<file path="src/hdl/cdt_pkg.sv">
// ----------------------------------------------------------------------------
// cdt_pkg
// Types, constants and helpers shared by the date-time interval adder.
// ----------------------------------------------------------------------------
package cdt_pkg;

    localparam int DIV_W  = 18;   // dividend / quotient width, covers every year value
    localparam int DVSR_W = 9;    // divisor / remainder width, covers the 400-year cycle

    // reciprocals are ceil(2^RECIP_SHIFT / divisor); exact for every DIV_W-bit dividend
    localparam int RECIP_W     = 24;
    localparam int RECIP_SHIFT = 27;

    localparam logic [DVSR_W-1:0] SEC_PER_MIN   = 9'd60;
    localparam logic [DVSR_W-1:0] MIN_PER_HOUR  = 9'd60;
    localparam logic [DVSR_W-1:0] HOUR_PER_DAY  = 9'd24;
    localparam logic [DVSR_W-1:0] MON_PER_YEAR  = 9'd12;
    localparam logic [DVSR_W-1:0] GREG_CYCLE    = 9'd400;
    localparam logic [DVSR_W-1:0] GREG_CYCLE_LAST = 9'd399;
    localparam logic [DVSR_W-1:0] CENTURY_1     = 9'd100;
    localparam logic [DVSR_W-1:0] CENTURY_2     = 9'd200;
    localparam logic [DVSR_W-1:0] CENTURY_3     = 9'd300;

    localparam logic [RECIP_W-1:0] RECIP_60  = 24'd2236963;
    localparam logic [RECIP_W-1:0] RECIP_24  = 24'd5592406;
    localparam logic [RECIP_W-1:0] RECIP_12  = 24'd11184811;
    localparam logic [RECIP_W-1:0] RECIP_400 = 24'd335545;

    localparam logic [3:0] MON_JAN = 4'd1;
    localparam logic [3:0] MON_FEB = 4'd2;
    localparam logic [3:0] MON_APR = 4'd4;
    localparam logic [3:0] MON_JUN = 4'd6;
    localparam logic [3:0] MON_SEP = 4'd9;
    localparam logic [3:0] MON_NOV = 4'd11;
    localparam logic [3:0] MON_DEC = 4'd12;

    typedef struct packed {
        logic [15:0] start_year;
        logic [3:0]  start_month;
        logic [4:0]  start_day;
        logic [4:0]  start_hour;
        logic [5:0]  start_minute;
        logic [5:0]  start_second;
        logic [11:0] add_years;
        logic [11:0] add_months;
        logic [15:0] add_days;
        logic [15:0] add_hours;
        logic [15:0] add_minutes;
        logic [15:0] add_seconds;
    } request_t;

    typedef struct packed {
        logic [15:0] sum_year;
        logic [3:0]  sum_month;
        logic [4:0]  sum_day;
        logic [4:0]  sum_hour;
        logic [5:0]  sum_minute;
        logic [5:0]  sum_second;
        logic        year_overflow;
    } result_t;

    typedef struct packed {
        logic              go;
        logic [DIV_W-1:0]  dividend;
        logic [DVSR_W-1:0] divisor;
    } div_req_t;

    typedef struct packed {
        logic              done;
        logic [DIV_W-1:0]  quot;
        logic [DVSR_W-1:0] rem;
    } div_res_t;

    // leap test on the year's position inside the 400-year cycle
    function automatic logic leap_of(input logic [DVSR_W-1:0] ymod);
        logic century;
        century = (ymod == CENTURY_1) || (ymod == CENTURY_2) || (ymod == CENTURY_3);
        return (ymod[1:0] == 2'b00) && !century;
    endfunction

    function automatic logic [4:0] month_len(input logic [3:0] month, input logic leap);
        logic [4:0] len;
        if (month == MON_FEB)
            len = leap ? 5'd29 : 5'd28;
        else if ((month == MON_APR) || (month == MON_JUN) ||
                 (month == MON_SEP) || (month == MON_NOV))
            len = 5'd30;
        else
            len = 5'd31;
        return len;
    endfunction

    function automatic logic [RECIP_W-1:0] recip_of(input logic [DVSR_W-1:0] divisor);
        logic [RECIP_W-1:0] recip;
        case (divisor)
            SEC_PER_MIN:  recip = RECIP_60;   // minutes per hour share this value
            HOUR_PER_DAY: recip = RECIP_24;
            MON_PER_YEAR: recip = RECIP_12;
            GREG_CYCLE:   recip = RECIP_400;
            default:      recip = '0;
        endcase
        return recip;
    endfunction

endpackage

</file>
<file path="src/hdl/cdt_div.sv">
// ----------------------------------------------------------------------------
// cdt_div
// Reciprocal-multiply divider for the fixed carry divisors, shared by all
// carry steps; the quotient, the back product and the remainder are registered in turn.
// ----------------------------------------------------------------------------
module cdt_div (
    input  logic              clk,
    input  logic              rst_n,
    input  cdt_pkg::div_req_t req,
    output cdt_pkg::div_res_t res
);

    localparam int DW = cdt_pkg::DIV_W;
    localparam int RW = cdt_pkg::DVSR_W;
    localparam int MW = cdt_pkg::RECIP_W;
    localparam int SH = cdt_pkg::RECIP_SHIFT;
    localparam int PW = DW + MW;
    localparam int QW = PW - SH;
    localparam int BW = QW + RW;

    logic [2:0]    stage_reg, stage_next;
    logic          done_reg, done_next;
    logic [DW-1:0] num_reg, num_next;
    logic [RW-1:0] dvsr_reg, dvsr_next;
    logic [MW-1:0] recip_reg, recip_next;
    logic [QW-1:0] quo_reg, quo_next;
    logic [DW-1:0] back_reg, back_next;
    logic [RW-1:0] rem_reg, rem_next;

    always_comb
    begin
        stage_next = {stage_reg[1:0], req.go};
        done_next  = stage_reg[2];
        num_next   = num_reg;
        dvsr_next  = dvsr_reg;
        recip_next = recip_reg;
        quo_next   = quo_reg;
        back_next  = back_reg;
        rem_next   = rem_reg;
        if (req.go)
        begin
            num_next   = req.dividend;
            dvsr_next  = req.divisor;
            recip_next = cdt_pkg::recip_of(req.divisor);
        end
        if (stage_reg[0])
        begin
            // quotient from the scaled reciprocal
            quo_next = QW'((PW'(num_reg) * PW'(recip_reg)) >> SH);
        end
        if (stage_reg[1])
        begin
            back_next = DW'(BW'(quo_reg) * BW'(dvsr_reg));
        end
        if (stage_reg[2])
        begin
            rem_next = RW'(num_reg - back_reg);
        end
    end

    always_ff @(posedge clk or negedge rst_n)
    begin
        if (!rst_n)
        begin
            stage_reg <= '0;
            done_reg  <= 1'b0;
        end
        else
        begin
            stage_reg <= stage_next;
            done_reg  <= done_next;
        end
    end

    always_ff @(posedge clk)
    begin
        num_reg   <= num_next;
        dvsr_reg  <= dvsr_next;
        recip_reg <= recip_next;
        quo_reg   <= quo_next;
        back_reg  <= back_next;
        rem_reg   <= rem_next;
    end

    assign res.done = done_reg;
    assign res.quot = DW'(quo_reg);
    assign res.rem  = rem_reg;

    ap_done_after_stages: assert property (@(posedge clk) disable iff (!rst_n)
        done_reg |-> $past(stage_reg[2])) else $error("divider done without a run");
    ap_rem_below_divisor: assert property (@(posedge clk) disable iff (!rst_n)
        done_reg |-> (rem_reg < dvsr_reg)) else $error("divider remainder out of range");
    ap_go_when_idle: assert property (@(posedge clk) disable iff (!rst_n)
        req.go |-> (stage_reg == 3'b000)) else $error("divider request while running");

endmodule

</file>
<file path="src/hdl/calendar_datetime_add_interval.sv">
// ----------------------------------------------------------------------------
// calendar_datetime_add_interval
// Adds a years/months/days/hours/minutes/seconds interval to a Gregorian
// date-time.
// ----------------------------------------------------------------------------
// A request is taken when start is high and busy is low; busy then stays high
// until the sum is ready, the sum then stays on result, and done is high for
// exactly one cycle. The receiver cannot stall, so capture result whenever
// done is seen. Busy covers the five carry divisions (one shared
// reciprocal-multiply divider, which finishes each division before the next),
// one walk step per month crossed, plus one for the last partial month, and
// one more to finish: the largest day count, about 68300 days, takes about
// 2245 month steps. The day is not clamped after the month shift, and
// year_overflow flags a sum year above 65535 (sum_year then holds its low 16
// bits).
module calendar_datetime_add_interval (
    input  logic              clk,
    input  logic              rst_n,
    input  logic              start,
    input  cdt_pkg::request_t request,
    output logic              busy,
    output logic              done,
    output cdt_pkg::result_t  result
);

    localparam int DW = cdt_pkg::DIV_W;
    localparam int RW = cdt_pkg::DVSR_W;

    typedef enum logic [2:0] {
        ST_IDLE,
        ST_SEC,
        ST_MIN,
        ST_HOUR,
        ST_MON,
        ST_YEAR,
        ST_WALK
    } state_t;

    state_t            state_reg, state_next;
    cdt_pkg::request_t req_reg, req_next;
    cdt_pkg::result_t  result_reg, result_next;
    logic              done_reg, done_next;
    logic [DW-1:0]     year_reg, year_next;
    logic [RW-1:0]     ymod_reg, ymod_next;
    logic [3:0]        month_reg, month_next;
    logic [4:0]        day_reg, day_next;
    logic [4:0]        hour_reg, hour_next;
    logic [5:0]        minute_reg, minute_next;
    logic [5:0]        second_reg, second_next;
    logic [DW-1:0]     days_reg, days_next;

    cdt_pkg::div_req_t div_req;
    cdt_pkg::div_res_t div_res;

    logic [4:0]    mlen;
    logic [6:0]    left;
    logic [DW-1:0] left_ext;
    logic [3:0]    start_mon;
    logic [DW-1:0] year_sum;

    cdt_div u_div (
        .clk   (clk),
        .rst_n (rst_n),
        .req   (div_req),
        .res   (div_res)
    );

    assign mlen      = cdt_pkg::month_len(month_reg, cdt_pkg::leap_of(ymod_reg));
    assign left      = {2'b00, mlen} - {2'b00, day_reg};
    assign left_ext  = {{(DW-7){left[6]}}, left};
    assign start_mon = (req_reg.start_month == 4'd0) ? cdt_pkg::MON_JAN : req_reg.start_month;
    assign year_sum  = DW'(req_reg.start_year) + DW'(req_reg.add_years) + div_res.quot;

    always_comb
    begin
        state_next  = state_reg;
        req_next    = req_reg;
        result_next = result_reg;
        done_next   = 1'b0;
        year_next   = year_reg;
        ymod_next   = ymod_reg;
        month_next  = month_reg;
        day_next    = day_reg;
        hour_next   = hour_reg;
        minute_next = minute_reg;
        second_next = second_reg;
        days_next   = days_reg;
        div_req     = '0;
        case (state_reg)
            ST_IDLE:
            begin
                if (start)
                begin
                    req_next         = request;
                    div_req.go       = 1'b1;
                    div_req.dividend = DW'(request.start_second) + DW'(request.add_seconds);
                    div_req.divisor  = cdt_pkg::SEC_PER_MIN;
                    state_next       = ST_SEC;
                end
            end
            ST_SEC:
            begin
                if (div_res.done)
                begin
                    second_next      = div_res.rem[5:0];
                    div_req.go       = 1'b1;
                    div_req.dividend = DW'(req_reg.start_minute) + DW'(req_reg.add_minutes)
                                       + div_res.quot;
                    div_req.divisor  = cdt_pkg::MIN_PER_HOUR;
                    state_next       = ST_MIN;
                end
            end
            ST_MIN:
            begin
                if (div_res.done)
                begin
                    minute_next      = div_res.rem[5:0];
                    div_req.go       = 1'b1;
                    div_req.dividend = DW'(req_reg.start_hour) + DW'(req_reg.add_hours)
                                       + div_res.quot;
                    div_req.divisor  = cdt_pkg::HOUR_PER_DAY;
                    state_next       = ST_HOUR;
                end
            end
            ST_HOUR:
            begin
                if (div_res.done)
                begin
                    hour_next        = div_res.rem[4:0];
                    days_next        = DW'(req_reg.add_days) + div_res.quot;
                    div_req.go       = 1'b1;
                    div_req.dividend = DW'(start_mon) + DW'(req_reg.add_months) - DW'(1);
                    div_req.divisor  = cdt_pkg::MON_PER_YEAR;
                    state_next       = ST_MON;
                end
            end
            ST_MON:
            begin
                if (div_res.done)
                begin
                    month_next       = div_res.rem[3:0] + 4'd1;
                    year_next        = year_sum;
                    day_next         = req_reg.start_day;
                    div_req.go       = 1'b1;
                    div_req.dividend = year_sum;
                    div_req.divisor  = cdt_pkg::GREG_CYCLE;
                    state_next       = ST_YEAR;
                end
            end
            ST_YEAR:
            begin
                if (div_res.done)
                begin
                    ymod_next  = div_res.rem;
                    state_next = ST_WALK;
                end
            end
            ST_WALK:
            begin
                if (days_reg == '0)
                begin
                    result_next.sum_year      = year_reg[15:0];
                    result_next.sum_month     = month_reg;
                    result_next.sum_day       = day_reg;
                    result_next.sum_hour      = hour_reg;
                    result_next.sum_minute    = minute_reg;
                    result_next.sum_second    = second_reg;
                    result_next.year_overflow = |year_reg[DW-1:16];
                    done_next                 = 1'b1;
                    state_next                = ST_IDLE;
                end
                else if (!left[6] && (left != '0) && (days_reg <= left_ext))
                begin
                    // the rest fits inside this month
                    day_next  = day_reg + days_reg[4:0];
                    days_next = '0;
                end
                else
                begin
                    // leave the month: a negative remainder grows the day count
                    days_next = days_reg - left_ext - DW'(1);
                    day_next  = 5'd1;
                    if (month_reg >= cdt_pkg::MON_DEC)
                    begin
                        month_next = cdt_pkg::MON_JAN;
                        year_next  = year_reg + DW'(1);
                        ymod_next  = (ymod_reg == cdt_pkg::GREG_CYCLE_LAST) ? '0
                                     : ymod_reg + RW'(1);
                    end
                    else
                    begin
                        month_next = month_reg + 4'd1;
                    end
                end
            end
            default:
            begin
                state_next = ST_IDLE;
            end
        endcase
    end

    always_ff @(posedge clk or negedge rst_n)
    begin
        if (!rst_n)
        begin
            state_reg <= ST_IDLE;
            done_reg  <= 1'b0;
        end
        else
        begin
            state_reg <= state_next;
            done_reg  <= done_next;
        end
    end

    always_ff @(posedge clk)
    begin
        req_reg    <= req_next;
        result_reg <= result_next;
        year_reg   <= year_next;
        ymod_reg   <= ymod_next;
        month_reg  <= month_next;
        day_reg    <= day_next;
        hour_reg   <= hour_next;
        minute_reg <= minute_next;
        second_reg <= second_next;
        days_reg   <= days_next;
    end

    assign busy   = (state_reg != ST_IDLE);
    assign done   = done_reg;
    assign result = result_reg;

    ap_start_goes_busy: assert property (@(posedge clk) disable iff (!rst_n)
        (start && !busy) |=> busy) else $error("request accepted but block not busy");
    ap_done_after_walk: assert property (@(posedge clk) disable iff (!rst_n)
        done |-> ($past(state_reg) == ST_WALK) && !busy) else $error("done out of sequence");
    ap_walk_month_valid: assert property (@(posedge clk) disable iff (!rst_n)
        (state_reg == ST_WALK) |-> (month_reg != 4'd0) && (month_reg <= cdt_pkg::MON_DEC))
        else $error("walk month out of range");
    ap_walk_ymod_valid: assert property (@(posedge clk) disable iff (!rst_n)
        (state_reg == ST_WALK) |-> (ymod_reg < cdt_pkg::GREG_CYCLE))
        else $error("year cycle position out of range");
    ap_result_hour_valid: assert property (@(posedge clk) disable iff (!rst_n)
        done |-> (result.sum_hour < 5'd24) && (result.sum_minute < 6'd60)
                 && (result.sum_second < 6'd60)) else $error("time of day out of range");

endmodule

</file>
<file path="config.mk">
export PLATFORM = sky130hd
export DESIGN_NAME = calendar_datetime_add_interval
export DESIGN_NICKNAME = d
export VERILOG_FILES = /design/src/hdl/cdt_pkg.sv /design/src/hdl/cdt_div.sv /design/src/hdl/calendar_datetime_add_interval.sv
export SDC_FILE = /design/constraint.sdc
export NUM_CORES = 1
export LEC_CHECK = 0
export ABC_AREA = 1
export BUFFER_PORTS_ARGS = -buffer_cell sky130_fd_sc_hd__buf_4
export CORE_UTILIZATION = 30
export DETAILED_ROUTE_END_ITERATION = 10
export PLACE_DENSITY = 0.56
export SYNTH_ARGS = -nofsm -noshare
export SYNTH_HDL_FRONTEND = slang
export SYNTH_SLANG_ARGS = --single-unit
</file>
<file path="constraint.sdc">
create_clock -name clk -period 12.8 [get_ports clk]
set_input_delay 0 -clock clk [delete_from_list [all_inputs] [get_ports clk]]
set_output_delay 0 -clock clk [all_outputs]
set_load 0.01 [all_outputs]
</file>
**Word-level counts from Yosys, hierarchy flattened**

Index checks and enable logic that the tools add are counted.

- Bits in registers: 314
- Output and inout bits: 45
- Logic and storage cells: 163

- Add/subtract/negate cells: 19
- $mul: 2
- $lt $le $gt $ge: 2
- Equality and inequality tests: 29
- Mux-type cells: 45
- Reductions and logical operators: 31

Operator list:

| cell | count |
|---|---|
| 28-bit 2-to-1 mux | 5 |
| 28-bit one-hot mux with 5 select lines | 1 |
| 18-bit 2-to-1 mux | 7 |
| 24-bit one-hot mux with 4 select lines | 1 |
| 18-bit one-hot mux with 2 select lines | 2 |
| 17-bit by 15-bit adder with 18-bit output | 3 |
| 9-bit 2-to-1 mux | 5 |
| 18-bit by 24-bit multiplier with 42-bit output | 1 |
| 6-bit by 16-bit adder with 17-bit output | 2 |
| 9-bit == test, second input constant | 3 |
| 3-bit 2-to-1 mux | 7 |
| 3-bit one-hot mux with 7 select lines | 1 |
| 4-bit 2-to-1 mux | 5 |
| 5-bit 2-to-1 mux | 4 |
| 18-bit by 1-bit adder with 18-bit output, second input constant | 1 |
| 18-bit less-or-equal comparator | 1 |
| 18-bit logical NOT | 1 |
| 9-bit one-hot mux with 2 select lines | 1 |
| 18-bit by 1-bit subtractor with 18-bit output, second input constant | 1 |
| 18-bit subtractor | 1 |
| 16-bit by 12-bit adder with 17-bit output | 1 |
| 16-bit by 15-bit adder with 17-bit output | 1 |
| 5-bit by 16-bit adder with 17-bit output | 1 |
| 15-bit by 9-bit multiplier with 9-bit output | 1 |
| 39 further kinds | 71 |

**Longest topological paths before layout**

- Depth after elaboration: 14
- Mapped depth: 29
- Mapped depth without buffers: 28

**Cells and area by module**

From an unflattened synthesis, not the netlist that was laid out.

- Cells, all modules: 3441
- Area total of the unflattened synthesis: 31321.3 um^2

By module, submodules not included:

| module | times used | cells an instance | area an instance (um^2) | sequential area each (um^2) |
|---|---|---|---|---|
| cdt_div | 1 | 1813 | 16221.8 | 2112.0 |
| calendar_datetime_add_interval | 1 | 1628 | 15099.5 | 6766.5 |

**Worst setup path before layout**

OpenSTA, ideal clock, no wires.

- Path kind: reg2reg
- Start: register u_div.recip_reg[18]
- End: register u_div.quo_reg[5], data pin
- Arrival: 5.371 ns
- Required time: 12.548 ns
- Slack: 7.177 ns
- Cell stages (with the launch flop): 24
- Clock period less this slack: 5.623 ns
- Cell sequence: edfxtp_1 -> clkbuf_1 -> buf_1 -> nand2_1 -> fa_1 -> inv_1 -> fa_1 -> inv_1 -> fa_1 -> inv_1 -> fa_1 -> fa_1 -> inv_1 -> fa_1 -> inv_1 -> ha_1 -> a21oi_1 -> a21boi_0 -> and2_1 -> nor2_1 -> nor2_1 -> nand2_1 -> nand2_1 -> nand2_1

- Longest elaborated chain between the ends: 1

Ends and longest elaborated chain:

| element | line | source |
|---|---|---|
| start, declared | cdt_div.sv:25 | `logic [MW-1:0] recip_reg, recip_next;` |
| start signal, assigned | cdt_div.sv:79 | `recip_reg <= recip_next;` |
| 18-bit by 24-bit multiplier with 42-bit output | cdt_div.sv:49 | `quo_next = QW'((PW'(num_reg) * PW'(recip_reg)) >> SH);` |
| end signal, assigned | cdt_div.sv:80 | `quo_reg <= quo_next;` |
| end, declared | cdt_div.sv:26 | `logic [QW-1:0] quo_reg, quo_next;` |

Every way passes these cells.
A chain may end at the register's enable or synchronous reset.

**Worst setup path after layout**

- Start: register u_div.recip_reg[11]
- End: register u_div.quo_reg[0], data pin

Same word-level chain as after synthesis.

==> reports/results.tsv <==
metric	value	unit
row count	118	
Slew headroom	0.311	
CTS root buf	clkbuf_16	
grt ovf	0	
FILL cells	10677	
post-route ant nets	0	
Tmin final	6540	ps
Worst path max stage delay	970	ps
number of antenna violations at the first check in global routing	0	
CP top delay family	adder cells	
GR Util All Layers	0.176	
simple logic cell fraction of the synthesized area	0.189	
total number of yosys warnings	0	
Routed Wire Length	92800	um
crit path launch	u_div.recip_reg[11]	
worst r2r path cells	18	
clk slew on worst S/H paths	60	ps
FF+latch count, synth	291	
DIE AREA	105000	um^2
IO Count	178	
clk_skew	37.4	ps
H-tree Lvls	2	
register area share after synthesis	0.278	
reg2reg end	u_div.quo_reg[0]	
EDFF count, synth	283	
Worst-Skew Late Latency	570	ps
# DRC	0	
fmax	153	MHz
largest family of logic cells by synthesized area	adder cells	
post-cts resize count	0	
worst reg2reg path startpoint	u_div.recip_reg[11]	
Syn Nets	4385	
IO buf count	177	
Longest Clk Path Bufs	3	
max-cap violations	0	
starting DRC count in detailed routing	1872	
WP depth	18	
register share of total power	0.485	
ANT cells	0	
Die Wd	325	um
Min-Delay Startpoint	request[89]	
Comb power frac	0.038	
Bufs and invs on worst path	5	
Critical Path Sink	u_div.quo_reg[0]	
Crit Path Class	register to register	
complex-gate fraction of the synthesized area	0.0563	
Final Net Count	4694	
most used cell, CP	fa_1	
dpl hpwl	77000	um
Syn Area/Cell	8.69	um^2
XOR/XNOR Fraction of Synth Area	0.0185	
top cell type's share of synthesized area	0.272	
Setup crit start kind	register	
Vias/cell	4.62	
worst-path fanout max	18	
reg2reg setup slack	6260	ps
P_leak	18.3	nW
die extent in y	325	um
Layout area overhead	17.0	%
Clk network pwr share	0.477	
share of layout cells above drive strength 1	0.0771	
status	finished clean	
worst min-delay path class	primary input to register	
Net Sw Frac	0.215	
max reg flops	108	
Initial Util	0.302	
vias	24532	
final core utilization	0.354	
synth cell count leaders	854 x nand2_1, 830 x inv_1, 371 x fa_1	
setup TNS	0	ps
first-pass GRT wire length	143000	um
Main synth FF type	edfxtp_1	
setup violators final	0	
Synth async-reset ratio	0.0275	
count leader, synth	nand2_1	
cell taking the most area after synthesis	edfxtp_1	
CTS tree	built	
pin count of the biggest net entering global routing	58	
Netlist cell types	50	
Core Region	103000	um^2
largest cells by area after synthesis	edfxtp_1 27%, fa_1 24%, ha_1 11%	
Area after DPL	34200	um^2
crit path cell chain	nand2_1 > fa_1 > inv_1 > fa_1 > inv_1 > fa_1 > inv_1 > fa_1 > fa_1 > inv_1 > fa_1 > inv_1 > ha_1 > a21oi_1 > o21ai_0 > o21ai_0 > nand4_1 > nand2_1	
Synth Area in Adders	0.351	
fin. max-slew vios	0	
Peak VDD IR	72.7	uV
Inserted Clock Buffers	34	
Slowest cell on crit path	edfxtp_1	
RSZ-0062 raised after global routing	no	
Tcrit/Tclk final	0.511	
vias in the first global route	24546	
pwr dens	58.3	nW/um^2
Critical Path RT	13110	ps
GP Congestion	0.939	
Sinks on Clock Net	291	
Critical Path End Type	register	
Syn Inst Count	3597	
WL per Instance	17.5	um
crit path DAT	6850	ps
post-route cell area	36600	um^2
mux contribution to synthesized area	0	
final hold violations	0	
DRT Pass-1 Iters	6	
Worst-Margin Slew	1030	ps
Power Internal	1.67	mW
area of the mapped netlist	31200	um^2
Sw Pwr	459	uW
==> cell usage in the layout (no fill, tap or decap), types with 7 or more instances in the layout <==
cell type,netlist,layout
nand4_1,48,48
o211ai_1,8,8
or2_2,11,11
nor2_1,207,205
ha_1,284,284
inv_1,830,829
clkbuf_16,0,34
xor2_1,47,47
xnor2_1,19,19
inv_2,7,7
a22oi_1,7,7
nor4_1,7,7
nand3b_1,17,17
nor2_2,9,9
and2_1,8,8
o21ai_0,109,109
nand2_2,6,7
fa_1,371,371
edfxtp_1,283,283
nand3_1,182,182
buf_4,2,187
dfrtp_1,8,8
nand3_2,12,12
nand2_1,854,853
a21oi_1,157,157
o21bai_1,16,16
nor3_1,20,20
dlygate4sd3_1,0,120
==> layout make-up <==
cell class	count	area (um^2)	area share
multi-input cells	2435	19300	0.526
repair buffers	307	2610	0.0712
clock buffers	36	868	0.0237
well taps	1380	1730	0.0472
inverters	837	3140	0.0859
flip-flops and latches	291	8700	0.238
clock inverters	24	284	0.00777
==> metal layers <==
| metal | track usage | share of wire | vias up |
|---|---|---|---|
| li1 | - | - | 11910 |
| met1 | 0.245 | 0.45 | 11788 |
| met2 | 0.290 | 0.47 | 717 |
| met3 | 0.0192 | 0.052 | 117 |
| met4 | 0.0495 | 0.029 | 0 |
| met5 | 0 | 0 | - |
==> power groups by stage <==
stage / clock network [mW] / registers, mW / logic [mW]
3_5_place_dp: 0 / 1.05 / 0.0514
5_1_grt: 1.08 / 1.03 / 0.0880
6_report: 1.02 / 1.03 / 0.0813
3_3_place_gp: 0 / 1.05 / 0.0515
2_1_floorplan: 0 / 1.06 / 0.0122
4_1_cts: 1.05 / 1.03 / 0.0807
==> worst register-to-register path, cell delays in order (launching register included) <==
cell      delay (ps)
edfxtp_1         970
nand2_1          340
fa_1             640
inv_1             60
fa_1             520
inv_1             50
fa_1             510
inv_1             60
fa_1             560
fa_1             510
inv_1             50
fa_1             470
inv_1             40
ha_1             320
a21oi_1           90
o21ai_0          500
o21ai_0          330
nand4_1          160
nand2_1          100
==> how the worst min path moves through the flow <==
stage	cells past startpoint	slack, ps	end
global route	4	40	u_div.num_reg[1]
CTS	4	10	u_div.num_reg[1]
floorplan	0	-300	done
global placement	1	-150	done
detailed placement	1	-150	done
finish	4	50	u_div.num_reg[1]
==> cells by family (layout without fill, tap and decap cells) <==
family                   count (synthesis)  count (layout)
flip-flops                             291             291
XOR/XNOR                                66              66
adder cells (fa/ha/maj)                655             655
AND/OR/NAND/NOR                       1392            1392
buffers and inverters                  871            1204
AO/OA/AOI/OAI                          322             322
==> what timing repair did <==
item                      4_1_cts  5_1_grt
setup buffers                   0        0
hold buffers                  120        0
hold endpoints to repair      124        0
==> through the flow <==
stage / hold slack [ps] / setup slack (ps) / std cells / total power, mW
after floorplan: -296 / 7180 / 3597 / 1.07
after global placement: -146 / 6360 / 5130 / 1.11
after detailed placement: -147 / 6360 / 5130 / 1.11
after CTS: 14.8 / 6360 / 5310 / 2.16
after global routing: 42.7 / 5980 / 5310 / 2.20
final: 53.6 / 6260 / 5310 / 2.13
(Power assumes the default switching activity.)
